## config.mk

```make
export PLATFORM = sky130hd
export DESIGN_NAME = signature_seeded_crc16_unit
export DESIGN_NICKNAME = d
export VERILOG_FILES = /design/src/design/sscrc_pkg.sv /design/src/design/sscrc_seed.sv /design/src/design/sscrc_core.sv /design/src/design/sscrc_skid.sv /design/src/design/signature_seeded_crc16_unit.sv
export SDC_FILE = /design/constraint.sdc
export NUM_CORES = 1
export LEC_CHECK = 0
export ABC_AREA = 1
export CORE_ASPECT_RATIO = 1.2
export CORE_MARGIN = 2
export CORE_UTILIZATION = 57
export DETAILED_ROUTE_END_ITERATION = 7
export DONT_BUFFER_PORTS = 1
export GPL_TIMING_DRIVEN = 0
export PLACE_DENSITY = 0.87
export SYNTH_ARGS = -nofsm -noshare
export SYNTH_HDL_FRONTEND = slang
export SYNTH_SLANG_ARGS = --single-unit
export TNS_END_PERCENT = 20
```

## constraint.sdc

```tcl
create_clock -name clk -period 2.7 [get_ports clk]
set_clock_uncertainty 0.2 [all_clocks]
set_input_delay 0.54 -clock clk [delete_from_list [all_inputs] [get_ports clk]]
set_output_delay 0.54 -clock clk [all_outputs]
set_load 0.02 [all_outputs]
```

## src/design/sscrc_pkg.sv

```systemverilog
// Types, constants and the CRC byte step shared by the seeded CRC-16 unit.
`timescale 1ns / 1ps
`default_nettype none
package sscrc_pkg;

  localparam logic [15:0] CRC_INIT          = 16'hFFFF;
  localparam logic [15:0] CRC_POLY          = 16'h1021;
  localparam int          BYTE_BITS         = 8;
  localparam int          SIG_W             = 64;
  localparam int          SIG_BYTES_MAX     = 8;
  localparam int          SIG_BYTES_DEFAULT = 8;

  typedef struct packed {
    logic [7:0] data_byte;
    logic       last_byte;
  } in_word_t;

  typedef struct packed {
    logic [15:0] crc_value;
    logic        crc_final;
  } out_word_t;

  // One byte through the CRC, MSB first, eight shift steps.
  function automatic logic [15:0] crc_byte(input logic [15:0] crc, input logic [7:0] data);
    logic [15:0] r;
    r = crc ^ {data, 8'h00};
    for (int k = 0; k < BYTE_BITS; k++) begin
      if (r[15]) begin
        r = {r[14:0], 1'b0} ^ CRC_POLY;
      end else begin
        r = {r[14:0], 1'b0};
      end
    end
    return r;
  endfunction

endpackage
`default_nettype wire

```

## src/design/sscrc_seed.sv

```systemverilog
// Seed engine: absorbs the signature bytes, one per cycle, after reset or a write.
`timescale 1ns / 1ps
`default_nettype none
module sscrc_seed #(
  parameter int SIG_BYTE_COUNT = sscrc_pkg::SIG_BYTES_DEFAULT
) (
  input  wire logic                       clk,
  input  wire logic                       rst,
  input  wire logic                       cfg_wr_en,
  input  wire logic [sscrc_pkg::SIG_W-1:0] cfg_wr_data,
  output logic [15:0]                     seed,
  output logic                            busy
);
  import sscrc_pkg::*;

  localparam int NBytes = (SIG_BYTE_COUNT > SIG_BYTES_MAX) ? SIG_BYTES_MAX :
                          (SIG_BYTE_COUNT < 0) ? 0 : SIG_BYTE_COUNT;
  localparam int CntW   = (NBytes > 0) ? $clog2(NBytes + 1) : 1;

  logic [SIG_W-1:0] sig_shift;
  logic [CntW-1:0]  cnt;

  assign busy = (cnt != '0);

  always_ff @(posedge clk) begin
    if (rst) begin
      cnt       <= CntW'(NBytes);
      seed      <= CRC_INIT;
      sig_shift <= '0;
    end else if (cfg_wr_en) begin
      cnt       <= CntW'(NBytes);
      seed      <= CRC_INIT;
      sig_shift <= cfg_wr_data;
    end else if (busy) begin
      cnt       <= cnt - CntW'(1);
      seed      <= crc_byte(seed, sig_shift[7:0]);
      sig_shift <= {8'h00, sig_shift[SIG_W-1:8]};
    end
  end

  a_cnt_down: assert property (@(posedge clk) disable iff (rst)
    busy && !cfg_wr_en |=> cnt == $past(cnt) - CntW'(1))
    else $error("seed counter did not step");

endmodule
`default_nettype wire

```

## src/design/sscrc_core.sv

```systemverilog
// Running CRC: picks seed or running value and absorbs one payload byte.
`timescale 1ns / 1ps
`default_nettype none
module sscrc_core (
  input  wire logic                clk,
  input  wire logic                rst,
  input  wire logic                accept,
  input  wire sscrc_pkg::in_word_t in_data,
  input  wire logic [15:0]         seed,
  output sscrc_pkg::out_word_t     result
);
  import sscrc_pkg::*;

  logic [15:0] running_crc;
  logic        start_pending;
  logic [15:0] crc_next;

  assign crc_next = crc_byte(start_pending ? seed : running_crc, in_data.data_byte);
  assign result   = '{crc_value: crc_next, crc_final: in_data.last_byte};

  always_ff @(posedge clk) begin
    if (rst) begin
      running_crc   <= CRC_INIT;
      start_pending <= 1'b1;
    end else if (accept) begin
      running_crc   <= crc_next;
      start_pending <= in_data.last_byte;
    end
  end

  a_start: assert property (@(posedge clk) disable iff (rst)
    accept |=> start_pending == $past(in_data.last_byte))
    else $error("start flag does not follow last byte");

  a_hold: assert property (@(posedge clk) disable iff (rst)
    !accept |=> $stable(running_crc) && $stable(start_pending))
    else $error("running crc moved without a word");

endmodule
`default_nettype wire

```

## src/design/sscrc_skid.sv

```systemverilog
// Output register with a skid stage so a word can be taken while one waits.
`timescale 1ns / 1ps
`default_nettype none
module sscrc_skid (
  input  wire logic                 clk,
  input  wire logic                 rst,
  input  wire logic                 accept,
  input  wire sscrc_pkg::out_word_t result,
  output logic                      full,
  output logic                      out_valid,
  input  wire logic                 out_stall,
  output sscrc_pkg::out_word_t      out_data
);
  import sscrc_pkg::*;

  out_word_t skid;
  logic      skid_valid;

  assign full = skid_valid;

  always_ff @(posedge clk) begin
    if (rst) begin
      out_valid  <= 1'b0;
      skid_valid <= 1'b0;
    end else if (skid_valid) begin
      if (!out_stall) begin
        out_data   <= skid;
        skid_valid <= 1'b0;
      end
    end else if (accept) begin
      if (out_valid && out_stall) begin
        skid       <= result;
        skid_valid <= 1'b1;
      end else begin
        out_data  <= result;
        out_valid <= 1'b1;
      end
    end else if (!out_stall) begin
      out_valid <= 1'b0;
    end
  end

  a_order: assert property (@(posedge clk) disable iff (rst)
    skid_valid |-> out_valid)
    else $error("skid holds a word ahead of an empty output");

  a_no_drop: assert property (@(posedge clk) disable iff (rst)
    accept |-> !skid_valid)
    else $error("word taken while skid is full");

endmodule
`default_nettype wire

```

## src/design/signature_seeded_crc16_unit.sv

```systemverilog
// Top level of the signature-seeded CRC-16 unit.
`timescale 1ns / 1ps
`default_nettype none
// CRC-16 (poly 0x1021, MSB first, init 0xFFFF, no final xor) over payload bytes,
// one byte per word, one result word per input word with the running CRC. Each
// transfer starts from a seed: the CRC of the low SIG_BYTE_COUNT bytes of the
// signature register, low byte first. The unit takes one word every cycle while
// in_stall is low; a result waiting under out_stall does not block the next
// word thanks to a skid stage. After reset and after every cfg_wr_en the seed
// engine absorbs one signature byte per cycle, holding in_stall high until
// all SIG_BYTE_COUNT (8 by default) are in; a write applies to the next transfer.
module signature_seeded_crc16_unit #(
  parameter int SIG_BYTE_COUNT = sscrc_pkg::SIG_BYTES_DEFAULT
) (
  input  wire logic                        clk,
  input  wire logic                        rst,
  input  wire logic                        in_valid,
  output logic                             in_stall,
  input  wire sscrc_pkg::in_word_t         in_data,
  output logic                             out_valid,
  input  wire logic                        out_stall,
  output sscrc_pkg::out_word_t             out_data,
  input  wire logic                        cfg_wr_en,
  input  wire logic [sscrc_pkg::SIG_W-1:0] cfg_wr_data
);
  import sscrc_pkg::*;

  logic [15:0] seed;
  logic        seed_busy;
  logic        skid_full;
  logic        accept;
  out_word_t   result;

  assign in_stall = seed_busy | skid_full;
  assign accept   = in_valid & ~in_stall;

  sscrc_seed #(
    .SIG_BYTE_COUNT(SIG_BYTE_COUNT)
  ) u_seed (
    .clk        (clk),
    .rst        (rst),
    .cfg_wr_en  (cfg_wr_en),
    .cfg_wr_data(cfg_wr_data),
    .seed       (seed),
    .busy       (seed_busy)
  );

  sscrc_core u_core (
    .clk    (clk),
    .rst    (rst),
    .accept (accept),
    .in_data(in_data),
    .seed   (seed),
    .result (result)
  );

  sscrc_skid u_skid (
    .clk      (clk),
    .rst      (rst),
    .accept   (accept),
    .result   (result),
    .full     (skid_full),
    .out_valid(out_valid),
    .out_stall(out_stall),
    .out_data (out_data)
  );

endmodule
`default_nettype wire

```

==> metrics.txt <==
minimum clock period=2.62 ns; Min-Delay Path Class=input port to flop; # port buffers=0; crit path DAT=approximately 1.9 ns; Post-CTS Setup Bufs=0; top cells by count, synth=334 x nand2_1, 103 x dfxtp_1, 87 x inv_1, 85 x nand3_1, 57 x a31oi_1; post_cts resized=2; Clock Sink Count=137; Final period util=0.972; worst hold stages=0; fillcell total=921; core region area=0.0115 mm2; FMAX=~0.38 GHz; share of Yosys cell area claimed by the top area cell type=0.311; drt via density=5.36; Startpoint Class=flop; first-pass GRT wire length=26100 um; worst setup margin=between 0.07 and 0.08 ns; DP Area=around 0.007 mm2; flops & latches, synth=approximately 140; Sequential Area=0.00308 mm2; Reg2Reg Depth=7; outcome=finished, final reports clean; diodes inserted=0; Overflow after GRT=0; via count=5859; post-synthesis sequential area ratio=0.466; ANT nets after route=0; Worst-path clk slew=approximately 0.06 ns; RePlAce Congestion=between 0.8 and 0.9; Crit Path Category=flop to primary output; clk root buf=clkbuf_16; WP data required=between 1.5 and 2 ns; final setup fails=0; syn nets=about 1000; Net Sw Frac=0.269; filler-free cell count of the finished design=1094; Site Rows=43; Rel. slew slack=0.571; footprint of the multi-input gates=0.00294 mm2; initial antenna violation count=0; unrepaired setup endpoints after global routing=false; DP Worst Slack=-0.370 ns; Cells after DPL=1062; Final #Nets=1004; Psw=1.51 mW; synth unique cells=30; H-tree depth=4; yosys warns=0; final hold slack=0.0170 ns; CTS Hold Bufs=0; top cells by area, synth=dfxtp_1 31%, nand2_1 19%, edfxtp_1 15%; clock group share of total power=0.437; die area=0.0125 mm2; internal power=approximately 4 mW; Flop pwr share=0.413; Leak Pwr=3.15 nW; number of flops mapped to enable cells by yosys=34; Worst Max-Slew Pin Slew=around 0.64 ns; Initial Util=0.578; Post-Syn Area per Cell=7.32 um2; Skew-Pair Late Insertion Delay=between 0.4 and 0.5 ns; HPWL after detailed placement=11600 um; crit path max fanout=10; Comb pwr share=0.151; Slew Limit Fails=0; Yosys top cell by area=dfxtp_1; most numerous cell in the Yosys netlist=nand2_1; CTS buffer count=17; layout cells sized above 1=0.0875; synthesized cell area=0.00662 mm2; asr flop ratio synth=0; die height=122 um; Hold Vio Cnt, Final=0; CP endpoint kind=primary output; VDD IR max=457 uV; Max-Cap Viols=0; Iter 0 DRT Violations=374; DRT Pass-1 Iters=5; die width=102 um; area delta synth->final=12.8%; DRC viols=0; WL final=16000 um; post-synthesis cell count=905; PD cells=751 mW/mm2; largest net degree at the start of global routing=18; io pins=97; vias in the first global route=~5600; clock tree buffer depth=2; wire length per cell=14.6 um; Post-synth top flop=dfxtp_1; GRT Total Usage=0.268; Setup TNS=0 ns; final instance area=0.00747 mm2; CTS tree=done
## sequential cells by signal, indices dropped and copies added (netlist names)
| name | cells |
|---|---|
| u_seed.sig_shift | 64 |
| u_skid.out_data | 17 |
| u_skid.skid | 17 |
| u_core.running_crc | 16 |
| u_seed.seed | 16 |
| u_seed.cnt | 4 |
| u_core.start_pending | 1 |
| u_skid.full | 1 |
| u_skid.out_valid | 1 |
## power by group through the flow
stage               logic, mW  clock network (mW)  registers, mW
floorplan               0.645                   0           2.34
global placement        0.791                   0           2.35
detailed placement      0.817                   0           2.35
CTS                     0.834                2.46           2.31
global route            0.953                2.55           2.32
finish                  0.846                2.45           2.31
## path summary, 6_finish.rpt
kind | start | end | slack, ns
setup reg to reg | u_seed.cnt[0] | u_skid.out_data[14] | 0.25
hold / removal | in_data[0] | u_skid.skid[0] | 0.02
setup / recovery | u_seed.cnt[0] | in_stall | 0.08
hold reg to reg | u_seed.sig_shift[63] | u_seed.sig_shift[63] | 0.27
## routing by layer
metal  vias up  track usage  wire, um
met5         -            0         0
met2       206        0.466      8230
met1      2645        0.305      6280
li1       2963            -         -
met4         0        0.123       511
met3        45       0.0711       976
## area by class of cell
type                    count  area share
well taps                 157      0.0263
clock buffers              21      0.0652
inverters                  91      0.0457
clock inverters            11      0.0188
flip-flops and latches    137       0.413
plain buffers              52      0.0374
multi-input cells         625       0.394
## metrics by stage
stage | power, mW | utilization
global route | 5.82 | 0.652
CTS | 5.61 | 0.650
finish | 5.61 | 0.652
global placement | 3.14 | 0.595
floorplan | 2.98 | -
detailed placement | 3.17 | 0.595
## cells by family after synthesis
logic type,synth area share
adder cells (fa/ha/maj),0.00378
buffers and inverters,0.0933
AND/OR/NAND/NOR,0.297
XOR/XNOR,0.0299
flip-flops,0.466
AO/OA/AOI/OAI,0.111
## worst max-delay path: stages, from the launching register on
cell and delay [ns]:
dfxtp_1 0.31, inv_1 0.11, ha_1 0.15, nand2_1 0.10
nor2_4 0.19, buf_4 0.21, clkbuf_4 0.22, nand2_1 0.17
## placed cells by master (no fill, tap or decap), types with 3 or more instances in the layout
cell type and instances:
clkinv_2 4, nand2_2 10, xor2_1 9, a21oi_1 31, inv_1 87, edfxtp_1 34, nand3_1 85, clkbuf_16 19
nand2_1 334, buf_1 6, bufinv_16 3, buf_4 10, nor2_4 3, o21ai_0 28, clkbuf_1 20, xnor2_1 8
o211ai_1 7, a31oi_1 57, dfxtp_1 103, buf_2 13, nor2_1 32, inv_2 4, and2_1 7
No activity file was read; power rests on OpenSTA's default activity.
